## config.mk

```make
export PLATFORM = sky130hd
export DESIGN_NAME = severity_event_log_queues
export DESIGN_NICKNAME = d
export VERILOG_FILES = /design/src/selq_pkg.sv /design/src/selq_state_mem.sv /design/src/severity_event_log_queues.sv
export SDC_FILE = /design/constraint.sdc
export NUM_CORES = 1
export LEC_CHECK = 0
export BUFFER_PORTS_ARGS = -buffer_cell sky130_fd_sc_hd__buf_4
export CAP_MARGIN = 20
export CELL_PAD_IN_SITES_DETAIL_PLACEMENT = 1
export CELL_PAD_IN_SITES_GLOBAL_PLACEMENT = 1
export CORE_UTILIZATION = 25
export CTS_CLUSTER_SIZE = 25
export DETAILED_ROUTE_END_ITERATION = 6
export HOLD_SLACK_MARGIN = 0.1
export PLACE_DENSITY = 0.46
export RECOVER_POWER = 25
export SLEW_MARGIN = 20
export SYNTH_ARGS = -nofsm -noshare
export SYNTH_HDL_FRONTEND = slang
export SYNTH_SLANG_ARGS = --single-unit
```

## constraint.sdc

```tcl
create_clock -name clk -period 7.35 [get_ports clk]
set_input_delay 0.735 -clock clk [delete_from_list [all_inputs] [get_ports clk]]
set_output_delay 0.735 -clock clk [all_outputs]
set_load 0.05 [all_outputs]
```

## src/selq_pkg.sv

```systemverilog
// ----------------------------------------------------------------------------
// selq_pkg
// Shared types and constants for the severity event log queue engine.
// ----------------------------------------------------------------------------
package selq_pkg;

  localparam int SLOT_W         = 5;
  localparam int QUEUE_DEPTH    = 1 << SLOT_W;
  localparam int SIZE_W         = SLOT_W + 1;
  localparam int GET_BATCH      = 8;
  localparam int CNT_W          = 4;
  localparam int SEV_W          = 2;
  localparam int NUM_SEVERITIES = 4;
  localparam int MEM_DEPTH      = 1 << SEV_W;
  localparam int CLR_W          = 8;
  localparam int OVF_W          = 16;

  localparam logic [1:0] OP_ADD   = 2'd0;
  localparam logic [1:0] OP_GET   = 2'd1;
  localparam logic [1:0] OP_CLEAR = 2'd2;

  localparam logic [1:0] STAT_OK      = 2'd0;
  localparam logic [1:0] STAT_FULL    = 2'd1;
  localparam logic [1:0] STAT_INVALID = 2'd2;
  localparam logic [1:0] STAT_NONE    = 2'd3;

  typedef struct packed {
    logic [1:0]       opcode;
    logic [SEV_W-1:0] severity;
    logic             clear_all;
    logic [CLR_W-1:0] clear_count;
  } in_beat_t;

  typedef struct packed {
    logic [1:0]          result_status;
    logic [SLOT_W-1:0]   slot_index;
    logic [CNT_W-1:0]    record_count;
    logic                more_pending;
    logic                overflow_seen;
    logic [OVF_W-1:0]    overflow_count;
    logic                raise_interrupt;
    logic [MEM_DEPTH-1:0] pending_mask;
    logic                last;
  } out_beat_t;

  typedef struct packed {
    logic [SLOT_W-1:0] head;
    logic [SLOT_W-1:0] tail;
    logic              empty;
    logic [SLOT_W-1:0] cursor;
    logic              cursor_valid;
    logic              ovf_mark;
    logic [OVF_W-1:0]  ovf_total;
  } queue_entry_t;

  typedef struct packed {
    logic             rd_en;
    logic             wr_en;
    logic [SEV_W-1:0] addr;
  } mem_req_t;

  localparam queue_entry_t ENTRY_RESET = '{
    head: '0, tail: '0, empty: 1'b1, cursor: '0,
    cursor_valid: 1'b0, ovf_mark: 1'b0, ovf_total: '0
  };

endpackage

```

## src/selq_state_mem.sv

```systemverilog
// ----------------------------------------------------------------------------
// selq_state_mem
// Per-severity queue state store with a registered read; entries read as
// their reset value until first written.
// ----------------------------------------------------------------------------
module selq_state_mem import selq_pkg::*; (
  input  logic         clk,
  input  logic         rst_n,
  input  mem_req_t     req,
  input  queue_entry_t wr_data,
  output queue_entry_t rd_data
);

  queue_entry_t mem [MEM_DEPTH];
  logic [MEM_DEPTH-1:0] entry_valid_r;
  queue_entry_t rd_q_r;
  logic rd_v_r;

  always_ff @(posedge clk) begin
    if (req.wr_en) begin
      mem[req.addr] <= wr_data;
    end
    if (req.rd_en) begin
      rd_q_r <= mem[req.addr];
    end
  end

  always_ff @(posedge clk) begin
    if (!rst_n) begin
      entry_valid_r <= '0;
      rd_v_r        <= 1'b0;
    end else begin
      if (req.wr_en) begin
        entry_valid_r[req.addr] <= 1'b1;
      end
      if (req.rd_en) begin
        rd_v_r <= entry_valid_r[req.addr];
      end
    end
  end

  assign rd_data = rd_v_r ? rd_q_r : ENTRY_RESET;

endmodule

```

## src/severity_event_log_queues.sv

```systemverilog
// ----------------------------------------------------------------------------
// severity_event_log_queues
// Slot pointer engine for four circular event logs, one per severity.
// ----------------------------------------------------------------------------
// Each command is accepted in S_IDLE, where the read of its queue state is
// issued; the state arrives in S_RD and the command executes in S_EXEC, when
// the state is written back and the first result beat is loaded. Add, clear
// and a failed get give one beat, a get that returns slots gives one beat per
// slot, and S_EXEC and S_EMIT wait while the output is stalled. No new command
// is taken until the last beat is loaded. No clearing pass is needed after
// reset. Record contents are kept elsewhere, addressed by the slot index here.
module severity_event_log_queues import selq_pkg::*; (
  input  logic      clk,
  input  logic      rst_n,
  input  logic      in_valid,
  output logic      in_stall,
  input  in_beat_t  in_data,
  output logic      out_valid,
  input  logic      out_stall,
  output out_beat_t out_data
);

  typedef enum logic [1:0] {S_IDLE, S_RD, S_EXEC, S_EMIT} state_t;

  state_t               state_r;
  in_beat_t             item_r;
  logic                 out_valid_r;
  out_beat_t            out_data_r;
  logic [MEM_DEPTH-1:0] pend_r;
  logic [SLOT_W-1:0]    cur_slot_r;
  logic [CNT_W-1:0]     k_r;
  logic [CNT_W-1:0]     n_r;

  mem_req_t     req;
  queue_entry_t ent;
  queue_entry_t ent_nxt;
  logic [MEM_DEPTH-1:0] pend_nxt;
  out_beat_t    res;
  logic         wr_need;
  logic         multi;
  logic [CNT_W-1:0] n_nxt;
  logic         slot_free;
  logic         sev_ok;
  logic [SIZE_W-1:0] size;
  logic [SIZE_W-1:0] avail;
  logic [SLOT_W-1:0] rel;
  logic         full;
  logic         emit_last;

  selq_state_mem u_mem (
    .clk     (clk),
    .rst_n   (rst_n),
    .req     (req),
    .wr_data (ent_nxt),
    .rd_data (ent)
  );

  assign slot_free = !out_valid_r || !out_stall;
  assign in_stall  = (state_r != S_IDLE);
  assign out_valid = out_valid_r;
  assign out_data  = out_data_r;
  assign emit_last = (k_r == n_r - CNT_W'(1));

  always_comb begin
    req.rd_en = in_valid && (state_r == S_IDLE);
    req.wr_en = (state_r == S_EXEC) && slot_free && wr_need;
    req.addr  = (state_r == S_IDLE) ? in_data.severity : item_r.severity;
  end

  always_comb begin
    ent_nxt  = ent;
    pend_nxt = pend_r;
    wr_need  = 1'b0;
    multi    = 1'b0;
    n_nxt    = '0;
    res      = '0;
    res.last = 1'b1;
    sev_ok   = (32'(item_r.severity) < NUM_SEVERITIES);
    size     = ent.empty ? '0 : SIZE_W'(SLOT_W'(ent.tail - ent.head)) + SIZE_W'(1);
    rel      = ent.cursor - ent.head;
    avail    = size - SIZE_W'(rel);
    full     = !ent.empty && (ent.tail + SLOT_W'(1) == ent.head);
    res.result_status = STAT_OK;
    if (!sev_ok || item_r.opcode > OP_CLEAR) begin
      res.result_status = STAT_INVALID;
    end else begin
      unique case (item_r.opcode)
        OP_ADD: begin
          wr_need = 1'b1;
          if (full) begin
            if (ent.ovf_total != {OVF_W{1'b1}}) begin
              ent_nxt.ovf_total = ent.ovf_total + OVF_W'(1);
            end
            ent_nxt.ovf_mark  = 1'b1;
            res.result_status = STAT_FULL;
          end else if (ent.empty) begin
            ent_nxt.empty        = 1'b0;
            ent_nxt.head         = '0;
            ent_nxt.tail         = '0;
            ent_nxt.cursor       = '0;
            ent_nxt.cursor_valid = 1'b1;
            pend_nxt[item_r.severity] = 1'b1;
            res.raise_interrupt  = 1'b1;
          end else begin
            ent_nxt.tail   = ent.tail + SLOT_W'(1);
            res.slot_index = ent.tail + SLOT_W'(1);
          end
        end
        OP_GET: begin
          if (size == '0 || !ent.cursor_valid || SIZE_W'(rel) >= size) begin
            res.result_status = STAT_NONE;
          end else begin
            if (avail > SIZE_W'(GET_BATCH)) begin
              n_nxt            = CNT_W'(GET_BATCH);
              res.more_pending = 1'b1;
            end else begin
              n_nxt = CNT_W'(avail);
            end
            wr_need          = 1'b1;
            ent_nxt.cursor   = ent.cursor + SLOT_W'(n_nxt);
            res.slot_index   = ent.cursor;
            res.record_count = n_nxt;
            res.last         = (n_nxt == CNT_W'(1));
            multi            = (n_nxt != CNT_W'(1));
          end
        end
        default: begin
          if (!item_r.clear_all && (item_r.clear_count == '0 ||
              item_r.clear_count > CLR_W'(size))) begin
            res.result_status = STAT_INVALID;
          end else begin
            wr_need = 1'b1;
            if (item_r.clear_all || item_r.clear_count == CLR_W'(size)) begin
              ent_nxt.empty        = 1'b1;
              ent_nxt.head         = '0;
              ent_nxt.tail         = '0;
              ent_nxt.cursor       = '0;
              ent_nxt.cursor_valid = 1'b0;
              pend_nxt[item_r.severity] = 1'b0;
            end else begin
              ent_nxt.head = ent.head + item_r.clear_count[SLOT_W-1:0];
            end
          end
        end
      endcase
    end
    if (sev_ok) begin
      res.overflow_seen  = ent_nxt.ovf_mark;
      res.overflow_count = ent_nxt.ovf_total;
    end
    res.pending_mask = pend_nxt;
  end

  always_ff @(posedge clk) begin
    if (!rst_n) begin
      state_r     <= S_IDLE;
      out_valid_r <= 1'b0;
      pend_r      <= '0;
    end else begin
      if (out_valid_r && !out_stall) begin
        out_valid_r <= 1'b0;
      end
      unique case (state_r)
        S_IDLE: begin
          if (in_valid) begin
            item_r  <= in_data;
            state_r <= S_RD;
          end
        end
        S_RD: begin
          state_r <= S_EXEC;
        end
        S_EXEC: begin
          if (slot_free) begin
            out_valid_r <= 1'b1;
            out_data_r  <= res;
            pend_r      <= pend_nxt;
            if (multi) begin
              cur_slot_r <= ent.cursor + SLOT_W'(1);
              k_r        <= CNT_W'(1);
              n_r        <= n_nxt;
              state_r    <= S_EMIT;
            end else begin
              state_r <= S_IDLE;
            end
          end
        end
        S_EMIT: begin
          if (slot_free) begin
            out_valid_r           <= 1'b1;
            out_data_r.slot_index <= cur_slot_r;
            out_data_r.last       <= emit_last;
            cur_slot_r            <= cur_slot_r + SLOT_W'(1);
            k_r                   <= k_r + CNT_W'(1);
            if (emit_last) begin
              state_r <= S_IDLE;
            end
          end
        end
      endcase
    end
  end

  // item accepted -> state read issued in the same cycle, S_RD entered next cycle
  a_accept_to_read: assert property (@(posedge clk) disable iff (!rst_n)
    in_valid && !in_stall |=> state_r == S_RD)
    else $error("accepted beat not followed by state read");

  a_write_in_exec: assert property (@(posedge clk) disable iff (!rst_n)
    req.wr_en |-> state_r == S_EXEC && slot_free)
    else $error("state write outside execute");

  a_emit_bound: assert property (@(posedge clk) disable iff (!rst_n)
    state_r == S_EMIT |-> k_r < n_r && n_r > CNT_W'(1))
    else $error("get beat counter out of range");

  a_multi_is_get: assert property (@(posedge clk) disable iff (!rst_n)
    out_valid && !out_data.last |-> out_data.record_count > CNT_W'(1))
    else $error("non-final beat outside a multi-slot get");

endmodule
```

==> results_dict.tcl <==
set metrics [dict create \
    status "finished, violations left" \
    violations "capacitance limit, slew limit" \
    worst_pin_slew_ns 2.98 \
    reg2regPathDepth 16 \
    grt-ovfl-total 0 \
    die_area_um2 44900 \
    async_reset_ff_frac 0 \
    place_congestion 0.751 \
    antenna_found_initial 0 \
    use_met2 0.206 \
    endpoint_kind "flip-flop" \
    grt_max_degree 40 \
    swShare 0.216 \
    rsz0062_at_grt "no" \
    required_ns 7.53 \
    reg2reg_to "k_r[2]" \
    post_cts_buffers 0 \
    vias_per_cell 4.47 \
    power.density_nw_per_um2 230 \
    grt.met1_usage 0.166 \
    fin_ws_ns 1.95 \
    syn_area_per_cell_um2 14.5 \
    intPower_w 0.00231 \
    hp-start "in_data[4]" \
    antenna_cells 0 \
    clkPwrFrac 0.437 \
    hold_depth 1 \
    finalHoldViolCount 0 \
    boundaryPins 54 \
    synth_edf_count 231 \
    power_leakage_nw 4.49 \
    syn_area_um2 11000 \
    wl_per_cell_um 19.0 \
    drt_iter0_drc 344 \
    vias 6408 \
    synth-seq-area-share 0.652 \
    holdWs_ns 0.384 \
    max_cap_viol_count 2 \
    period_share 0.735 \
    regToRegStartpoint "u_mem.rd_v_r" \
    grtUsageMet3 0.0199 \
    p_seq_frac 0.526 \
    dp_slack_ns 1.90 \
    fin_crit_ns 5.40 \
    crit_arrival_ns 5.57 \
    clockBufferDepth 3 \
    nets 882 \
    drc 0 \
    crit_path_start_kind "flip-flop" \
    port-buffer-count 53 \
    hold_buffers 0 \
    synthFlopType "edfxtp_1" \
    cts_max_level 1 \
    hp-class "input port to flip-flop" \
    cts_resized 0 \
    die-width_um 212 \
    slew_headroom -0.993 \
    ant_nets 0 \
    grt_pass1_vias 6948 \
    drt_wl_total_um 27100 \
    hpwl_um 18400 \
    final_cells 1432 \
    synth_nets 814 \
    clock_skew_ns 0.0101 \
    busiest_layer "met2" \
    clk_pin_slew_ns 0.06 \
    initial_utilization 0.254 \
    fmax_mhz 185 \
    combPwrFrac 0.037 \
    crit_type "flip-flop to flip-flop" \
    drive_gt1_frac 0.124 \
    tritoncts.num_buffers 28 \
    rows 76 \
    syn_to_final_growth_pct 16.4 \
    ys_ff_latch 243 \
    p_switching_w 0.000636 \
    root_buffer "clkbuf_16" \
    tritoncts "done" \
    firstDrtPassIters 4 \
    clkLatencyLatePin_ns 0.55 \
    reg2reg_slack_ns 1.95 \
    vdd_ir_drop_max_mv 0.150 \
    ys_warn_count 0 \
    dieHeight_um 212 \
    core_um2 43300 \
    synth_cell_types 57 \
    dp_cells 1382 \
    cts_sinks 243 \
    whs_endpoint "item_r[4]" \
    syn_inst 759 \
    grt_pass1_wl_um 42000 \
    slew_viol_final 66 \
    finalPower_w 0.00294 \
    setup_viol 0 \
    setup_tns_ns 0 \
    crit_fanout 27 \
    grtUsageTotal 0.124 \
]
## cell usage in the layout, fill, tap and decap left out, types with 28 or more instances in the layout
cell and count:
edfxtp_1 231, nand2_1 61, nor2_1 50, clkbuf_1 47, inv_1 37, mux4_2 35
o21ai_0 34, ha_1 33, xor2_1 31, clkbuf_16 28
## area by class of cell
type                            instances  area (um2)
Timing Repair Buffer                   61         308
Fill cell                            4602       30500
Clock buffer                           35         727
Multi-Input combinational cell        455        3620
Inverter                               38         143
Clock inverter                         15         106
Sequential cell                       243        7180
Tap cell                              585         732
## how the worst max path moves through the flow
stage,startpoint,end,cells after the start
6_report,u_mem.rd_v_r,k_r[2],16
5_1_grt,u_mem.rd_v_r,u_mem.mem[0][21],21
4_1_cts,u_mem.rd_v_r,k_r[2],16
3_5_place_dp,u_mem.rd_v_r,cur_slot_r[0],16
3_3_place_gp,u_mem.rd_v_r,cur_slot_r[1],16
2_1_floorplan,u_mem.rd_v_r,u_mem.mem[0][0],21
## synthesized netlist by cell type, drive strengths merged (12+ instances only)
master	count	area, um2
nand3	23	115
and2	12	75.1
nor2	50	188
nor3	15	75.1
mux4	35	788
clkbuf	18	67.6
dfxtp	12	240
o21ai	34	170
a21oi	21	105
edfxtp	231	6940
inv	37	139
ha	33	413
xnor2	23	201
nand2	61	229
xor2	32	288
## layer usage
| metal | routed length (um) | vias up |
|---|---|---|
| li1 | - | 3012 |
| met1 | 12600 | 3261 |
| met2 | 12900 | 95 |
| met3 | 811 | 40 |
| met4 | 762 | 0 |
| met5 | 0 | - |
## state kept, by name, indices dropped and copies added (netlist names)
| signal | flops |
|---|---|
| u_mem.rd_v_r | 1 |
| n_r | 4 |
| u_mem.mem | 136 |
| u_mem.rd_q_r | 34 |
| u_mem.entry_valid_r | 4 |
| cur_slot_r | 5 |
| out_valid | 1 |
| pend_r | 4 |
| out_data | 35 |
| item_r | 13 |
| state_r | 2 |
| k_r | 4 |
## power groups by stage
stage          sequential [W]  combinational [W]  clock [W]
2_1_floorplan         0.00157          0.0000804          0
3_3_place_gp          0.00158           0.000115          0
3_5_place_dp          0.00158           0.000115          0
4_1_cts               0.00155           0.000115    0.00134
5_1_grt               0.00155           0.000121    0.00138
6_report              0.00155           0.000110    0.00128
## critical path, cell delays in order, from the launching register on
cell and delay [ns]:
dfxtp_1 0.54, buf_4 0.38, clkinv_1 0.45, a211oi_1 0.37, a32o_1 0.23, nor2_1 0.12, xnor2_1 0.15, nand2_1 0.10
inv_1 0.05, ha_1 0.31, and2_1 0.18, a41oi_1 0.27, o221ai_1 0.19, a211oi_1 0.27, a21oi_1 0.23, a41o_1 0.39
a21oi_1 0.76
## kinds of logic (layout without fill, tap and decap cells)
kind of cell,count (synthesis),in the layout,share of synthesized area
buffers and inverters,61,149,0.0213
adders and majority gates,38,38,0.0466
DFF,243,243,0.652
and+or+nand+nor,206,206,0.0882
xor gates and xnor gates,55,55,0.0444
AOI/OAI and AO/OA,114,114,0.0693
muxes,42,42,0.0783
## stage by stage
step,utilization,area (um2)
after floorplan,-,11000
after global placement,0.281,12100
after detailed placement,0.281,12100
after CTS,0.300,13000
after global routing,0.296,12800
final,0.296,12800
(Power assumes the default switching activity.)
